## src/rtl/lstt_pkg.sv

```systemverilog
// Package for the load segment table: word types, codes, state encoding.
// Used by lstt_cell and load_segment_table_translate_top.
package lstt_pkg;

  localparam int unsigned MAX_SEGMENTS_DEF = 16;
  localparam int unsigned SLOT_IDX_W       = 6;   // covers up to 64 slots
  localparam int unsigned SEG_IDX_W        = 4;
  localparam logic [63:0] PAGE_MASK        = 64'h0000_0000_0000_0fff;
  localparam logic [31:0] TYPE_LOADABLE    = 32'd1;
  localparam logic [63:0] HTO_RESET        = 64'd64;
  localparam logic [7:0]  HCOUNT_RESET     = 8'd1;

  localparam logic [1:0] KIND_CLEAR = 2'd0;
  localparam logic [1:0] KIND_ADD   = 2'd1;
  localparam logic [1:0] KIND_XLATE = 2'd2;

  localparam logic CFG_HTO    = 1'b0;
  localparam logic CFG_HCOUNT = 1'b1;

  typedef enum logic [2:0] {
    STAT_OK       = 3'd0,
    STAT_SKIPPED  = 3'd1,
    STAT_FULL     = 3'd2,
    STAT_MEMSZ    = 3'd3,
    STAT_FIRSTOFF = 3'd4,
    STAT_FIRSTSML = 3'd5,
    STAT_MISALIGN = 3'd6,
    STAT_MISS     = 3'd7
  } status_t;

  typedef enum logic [1:0] {
    S_IDLE,
    S_ADD_CHK,
    S_ADD_WR,
    S_SCAN
  } state_t;

  typedef struct packed {
    logic [1:0]  kind;
    logic [31:0] seg_type;
    logic [2:0]  seg_flags;
    logic [63:0] seg_vaddr;
    logic [63:0] seg_file_offset;
    logic [63:0] seg_file_size;
    logic [63:0] seg_mem_size;
    logic [63:0] address;
    logic [63:0] length;
  } in_word_t;

  typedef struct packed {
    logic [2:0]           status;
    logic [SEG_IDX_W-1:0] segment_index;
    logic [63:0]          map_base;
    logic [63:0]          map_length;
    logic [1:0]           access_rights;
    logic [63:0]          host_address;
    logic [63:0]          image_end;
    logic [63:0]          header_address;
  } out_word_t;

  // lookup travelling down the cell row
  typedef struct packed {
    logic                  valid;
    logic                  ok;
    logic                  hit;
    logic [SLOT_IDX_W-1:0] idx;
    logic [63:0]           base;
    logic [63:0]           len;
    logic [1:0]            rights;
    logic [63:0]           addr;
    logic [63:0]           last;
  } query_t;

endpackage

```

## src/rtl/lstt_cell.sv

```systemverilog
// One table slot: holds base, length and rights, checks the passing lookup.
// Depends on lstt_pkg.
module lstt_cell #(
  parameter int unsigned IDX = 0
) (
  input  logic            clk,
  input  logic            rst_n,
  input  logic            active,
  input  logic            wr_en,
  input  logic [63:0]     wr_base,
  input  logic [63:0]     wr_len,
  input  logic [1:0]      wr_rights,
  input  lstt_pkg::query_t q_in,
  output lstt_pkg::query_t q_out
);
  import lstt_pkg::*;

  logic [63:0] base_r;
  logic [63:0] len_r;
  logic [1:0]  rights_r;
  query_t      q_r;
  query_t      q_nxt;
  logic [63:0] seg_end;
  logic        match;

  always_comb begin
    seg_end = base_r + len_r;
    match   = active && q_in.ok && !q_in.hit &&
              (q_in.addr >= base_r) && (q_in.last <= seg_end);
    q_nxt   = q_in;
    if (match) begin
      q_nxt.hit    = 1'b1;
      q_nxt.idx    = SLOT_IDX_W'(IDX);
      q_nxt.base   = base_r;
      q_nxt.len    = len_r;
      q_nxt.rights = rights_r;
    end
  end

  always_ff @(posedge clk) begin
    if (wr_en) begin
      base_r   <= wr_base;
      len_r    <= wr_len;
      rights_r <= wr_rights;
    end
  end

  always_ff @(posedge clk) begin
    if (!rst_n) begin
      q_r.valid <= 1'b0;
    end else begin
      q_r.valid <= q_nxt.valid;
    end
    q_r.ok     <= q_nxt.ok;
    q_r.hit    <= q_nxt.hit;
    q_r.idx    <= q_nxt.idx;
    q_r.base   <= q_nxt.base;
    q_r.len    <= q_nxt.len;
    q_r.rights <= q_nxt.rights;
    q_r.addr   <= q_nxt.addr;
    q_r.last   <= q_nxt.last;
  end

  assign q_out = q_r;

endmodule

```

## config.mk

```make
export PLATFORM = sky130hd
export DESIGN_NAME = lstt_cell
export DESIGN_NICKNAME = d
export VERILOG_FILES = /design/src/rtl/lstt_pkg.sv /design/src/rtl/lstt_cell.sv
export SDC_FILE = /design/constraint.sdc
export NUM_CORES = 1
export LEC_CHECK = 0
export BUFFER_PORTS_ARGS = -buffer_cell sky130_fd_sc_hd__buf_4
export CAP_MARGIN = 20
export CELL_PAD_IN_SITES_DETAIL_PLACEMENT = 0
export CELL_PAD_IN_SITES_GLOBAL_PLACEMENT = 1
export CORE_AREA = 2 2 259 261
export CTS_CLUSTER_SIZE = 28
export DETAILED_ROUTE_END_ITERATION = 8
export DIE_AREA = 0 0 261 263
export PLACE_DENSITY = 0.67
export SETUP_SLACK_MARGIN = 0.5
export SYNTH_ARGS = -nofsm -noshare
export SYNTH_HDL_FRONTEND = slang
export SYNTH_SLANG_ARGS = --single-unit
```

## constraint.sdc

```tcl
create_clock -name clk -period 6.9 [get_ports clk]
set_input_delay 0.69 -clock clk [delete_from_list [all_inputs] [get_ports clk]]
set_output_delay 0.69 -clock clk [all_outputs]
set_load 0.005 [all_outputs]
```

After elaboration in Yosys (flattened, before gate mapping). Index checks and enable logic that the tools add are counted.

Reductions and logical operators: 5. Add/subtract/negate cells: 1. Mux-type cells: 1. $lt $le $gt $ge: 2.

Operators with widths (number): 130-bit 2-to-1 mux (1); 64-bit adder (1); 64-bit >= comparator (1); 64-bit <= comparator (1); 1-bit logical AND (4); 1-bit zero test (1).

Bits of input ports: 401. Flip-flop bits (word level): 397. Output and inout bits: 267. Word-level logic and storage cells: 21.

Longest topological paths before layout.
Depth in word-level cells: 5. Depth in mapped cells: 23. Mapped depth without buffers: 21.

Least setup slack after synthesis. OpenSTA, ideal clock, no wires.

Path kind: reg2reg. From: register base_r[0]. To: register q_r, in the netlist q_out[254]. Cell stages (with the launch flop): 24. Slack: 1.285 ns. Period minus slack after synthesis: 5.615 ns. Setup time: 0.121 ns. Arrival time: 5.495 ns. Required time: 6.779 ns. Path buffers: 2. Cells stage by stage: edfxtp_1 -> ha_1 -> fa_1 -> a21o_1 -> a221oi_2 -> o21ai_2 -> a311oi_2 -> nor3_1 -> or4b_4 -> nor3b_1 -> a21oi_2 -> xor2_1 -> ha_1 -> and4_1 -> and4bb_2 -> nand3_1 -> nor4_1 -> a211oi_1 -> o211a_1 -> a31oi_1 -> a2111oi_2 -> buf_2 -> buf_2 -> mux2_2.

RTL lines: from (decl) (RTL line lstt_cell.sv:18) `logic [63:0] base_r;`; from (signal assigned) (RTL line lstt_cell.sv:42) `base_r <= wr_base;`; to (decl) (RTL line lstt_cell.sv:21) `query_t q_r;`.

==> summary.md <==
| Metric | Value |
|---|---|
| Hold buffers post-CTS | 0 |
| DRT Pass-1 Iters | 5 |
| Max Fclk | 0.164 GHz |
| RSZ-0062 raised after global routing | true |
| Area of the multi-input gates | 7700 um2 |
| Final-layout fill cell count | 6430 |
| Ratio of cells with drive above 1 in the final layout | 41.7% |
| Synth unique cells | 64 |
| Rows | 94 |
| Syn Inst Count | 1437 |
| Slew of the pin with the lowest slew margin | 0.941 ns |
| Outcome | finished clean |
| Starting Density | 26.4% |
| Pre-CTS setup slack | 0.173 ns |
| Maximum VDD drop | 0.199 mV |
| Clk pin slew, worst setup/hold paths | 0.06 ns |
| Syn_nets | 2030 |
| Cells after DPL | 2947 |
| CTS H-tree depth | 2 |
| Height of the die | 263 um |
| Fin. max-slew vios | 0 |
| Die area | 68600 um2 |
| Core box area | 65600 um2 |
| Post-Syn Area per Cell | 12.1 um2 |
| Fin. Hold Viols | 0 |
| GRT Total Usage | 18.2% |
| Final std cells w/o fill | 3040 |
| Final Cycle Share | 88.5% |
| Clock Root Buffer | clkbuf_16 |
| Slowest stage cell on the critical path | or4b_4 |
| Slack of the worst reg-to-reg path | 0.79 ns |
| Post-Syn Area | 17300 um2 |
| Crit path max fanout | 38 |
| Setup crit start kind | flop |
| Worst EP arrival | 6.56 ns |
| Max incr delay on CP | 0.62 ns |
| Top_reg_cell synth | dfxtp_1 |
| Nets | 2729 |
| Most frequent CP cell | ha_1 |
| Clock Skew | 0.0159 ns |
| Worst path top cell family by delay | compound AO/OA/AOI/OAI gates |
| CP endpoint kind | flop |
| Clk buf depth | 3 |
| WS Path Type | flop to flop |
| Cts bufs inserted | 45 |
| Critical path required time | 7.36 ns |
| Final ANT Viol Nets | 0 |
| Vias per cell | 4.55 |
| Hold Path End | q_out[265] |
| IO buf count | 667 |
| WP buf/inv | 2 |
| IO Pins | 668 |
| Drc violations | 0 |
| Reg-to-reg endpoint | q_out[240] |
| HP Start | q_in[265] |
| GPL Wtd Cong | 0.885 |
| Utilization after layout | 38.2% |
| Worst path depth | 23 |
| Yosys warns | 0 |
| Routed WL | 65.2 mm |
| Max_slew headroom | 37.2% |
| P_leak | 11.5 nW |
| Flops & latches, synth | 397 |
| Initial DRC count | 654 |
| Max-cap violations | 0 |
| Largest net degree at the start of global routing | 70 |
| Final setup violating endpoints | 0 |
| Hold Path Cell Cnt | 1 |
| Chip width | 261 um |
| Area Overhead vs Synth | 44.4% |
| Setup TNS | 0 ns |
| CTS sink cnt | 397 |
| Clk_lat worst skew | 0.58 ns |
| CP Cell Sequence | ha_1, fa_1, a21o_1, a221oi_4, o21ai_2, a311oi_4, nor3_1, or4b_4, nor3b_1, a21oi_2, xor2_1, ha_1, and4_1, and4bb_2, nand3_1, nor4_4, a211oi_1, o211a_1, a31oi_2, a2111oi_4, buf_12, buf_16, mux2_2 |
| Worst r2r src | base_r[0] |
| Hpwl dp | 54.0 mm |
| Vias in the first global route | 14400 |
| EDFF count, synth | 130 |
| Total grt overflow | 0 |
| Hold WS | 0.224 ns |
| Reg area | 9250 um2 |
| FF-to-FF path depth | 23 |
| Crit path time final | 6.11 ns |
| Cell area after layout | 25000 um2 |
| TritonCTS clock tree | yes |
| Power per standard cell area | 262 nW/um2 |
| Vias after detailed routing | 13800 |
| Total power | 6.56 mW |
| Initial antenna violation count | 5 |
| Sequential fraction of the synthesis area | 53.3% |
| Worst hold path type | input port to flop |
| Average wire per standard cell | 21.4 um |
| Final worst slack | 0.794 ns |
| Post-placement cell area | 23400 um2 |
| Global-route wire length before repair | 92.9 mm |
| Fraction of registers with async set/reset | 0% |
[state kept, by name, summed over array words and instances, names as in the netlist]
register / count
q_out: 267
base_r: 64
len_r: 64
rights_r: 2
[power by group]
part	internal (mW)	total, mW	switching, mW
clock	1.40	2.37	0.973
combinational	0.738	1.49	0.755
sequential	2.59	2.69	0.100
[layout make-up]
cell class / count / area share, %
clock buffer: 71 / 5.46
timing repair buffer: 684 / 20.9
antenna: 3 / 0.0300
multi-input combinational: 929 / 30.8
sequential: 397 / 36.9
tap: 864 / 4.32
inverter: 79 / 1.18
clock inverter: 13 / 0.430
[synthesized netlist by cell type, types with 3 or more instances]
library cell	count	share of area (%)
nand2b_1	5	0.18
buf_2	5	0.14
a21oi_1	110	3.2
o211ai_1	6	0.26
a221oi_1	4	0.20
a21o_1	64	2.8
buf_4	12	0.52
o21ai_0	50	1.4
clkbuf_1	15	0.32
o31ai_1	6	0.26
or3_1	5	0.18
nor2_1	46	1.0
nor2b_1	14	0.50
mux2_2	130	8.4
nand2_1	55	1.2
o21a_1	11	0.48
nand4_1	45	1.6
ha_1	191	14
xnor2_1	32	1.6
nor4_1	4	0.14
a211oi_1	6	0.26
and3_1	4	0.14
xor2_1	30	1.5
a221o_1	3	0.17
o21bai_1	11	0.48
and4_1	5	0.25
or2_2	4	0.14
a31oi_1	5	0.18
o21ai_1	3	0.087
inv_1	79	1.7
o211a_1	3	0.17
and2_1	6	0.22
edfxtp_1	130	23
nand3_1	11	0.32
dfxtp_1	267	31
nor3_1	25	0.72
[how the worst max path moves through the flow]
stage                    from    endpoint
floorplan           base_r[0]  q_out[254]
CTS                 base_r[0]  q_out[201]
finish              base_r[0]  q_out[240]
global placement    base_r[0]  q_out[200]
global route        base_r[0]  q_out[136]
detailed placement  base_r[0]  q_out[132]
[cell usage in the layout (no fill, tap or decap), drive strengths merged, types with 54 or more instances in the layout]
cell and n:
buf 683, dfxtp 267, ha 191, mux2 130, edfxtp 130, a21oi 112, inv 85, clkbuf 71
a21o 64, nand2 55, o21ai 54
[cells by family (layout without fill, tap and decap cells)]
kind of cell	Yosys count	in the layout	synth area share (%)
compound gates	307	307	11.4
xor+xnor	62	62	3.13
fa+ha+maj	192	192	13.9
buf+inv	111	847	2.70
flops	397	397	53.3
mux	130	130	8.44
other cells	0	3	0
simple gates	238	238	7.11
[worst register-to-register path, stage by stage (launching register included)]
cell and delay (ns):
edfxtp_1 0.41, ha_1 0.26, fa_1 0.42, a21o_1 0.24, a221oi_4 0.31, o21ai_2 0.18
a311oi_4 0.36, nor3_1 0.15, or4b_4 0.62, nor3b_1 0.18, a21oi_2 0.15, xor2_1 0.17
ha_1 0.26, and4_1 0.19, and4bb_2 0.24, nand3_1 0.14, nor4_4 0.07, a211oi_1 0.24
o211a_1 0.19, a31oi_2 0.05, a2111oi_4 0.29, buf_12 0.23, buf_16 0.24, mux2_2 0.40
[per-layer routing]
layer	track usage [%]	vias to the layer above	wire, um
met2	32.4	473	32800
met5	0	-	10
li1	-	6677	-
met1	22.3	6596	27000
met4	5.01	2	1530
met3	3.42	76	3750
[what timing repair did]
action / CTS / global route
setup endpoints to repair: 131 / 131
buffers inserted: 5 / 0
gates resized for setup: 4 / 7
gates cloned: 1 / 0
pin swaps: 2 / 1
No activity file was read; power rests on OpenSTA's default activity.
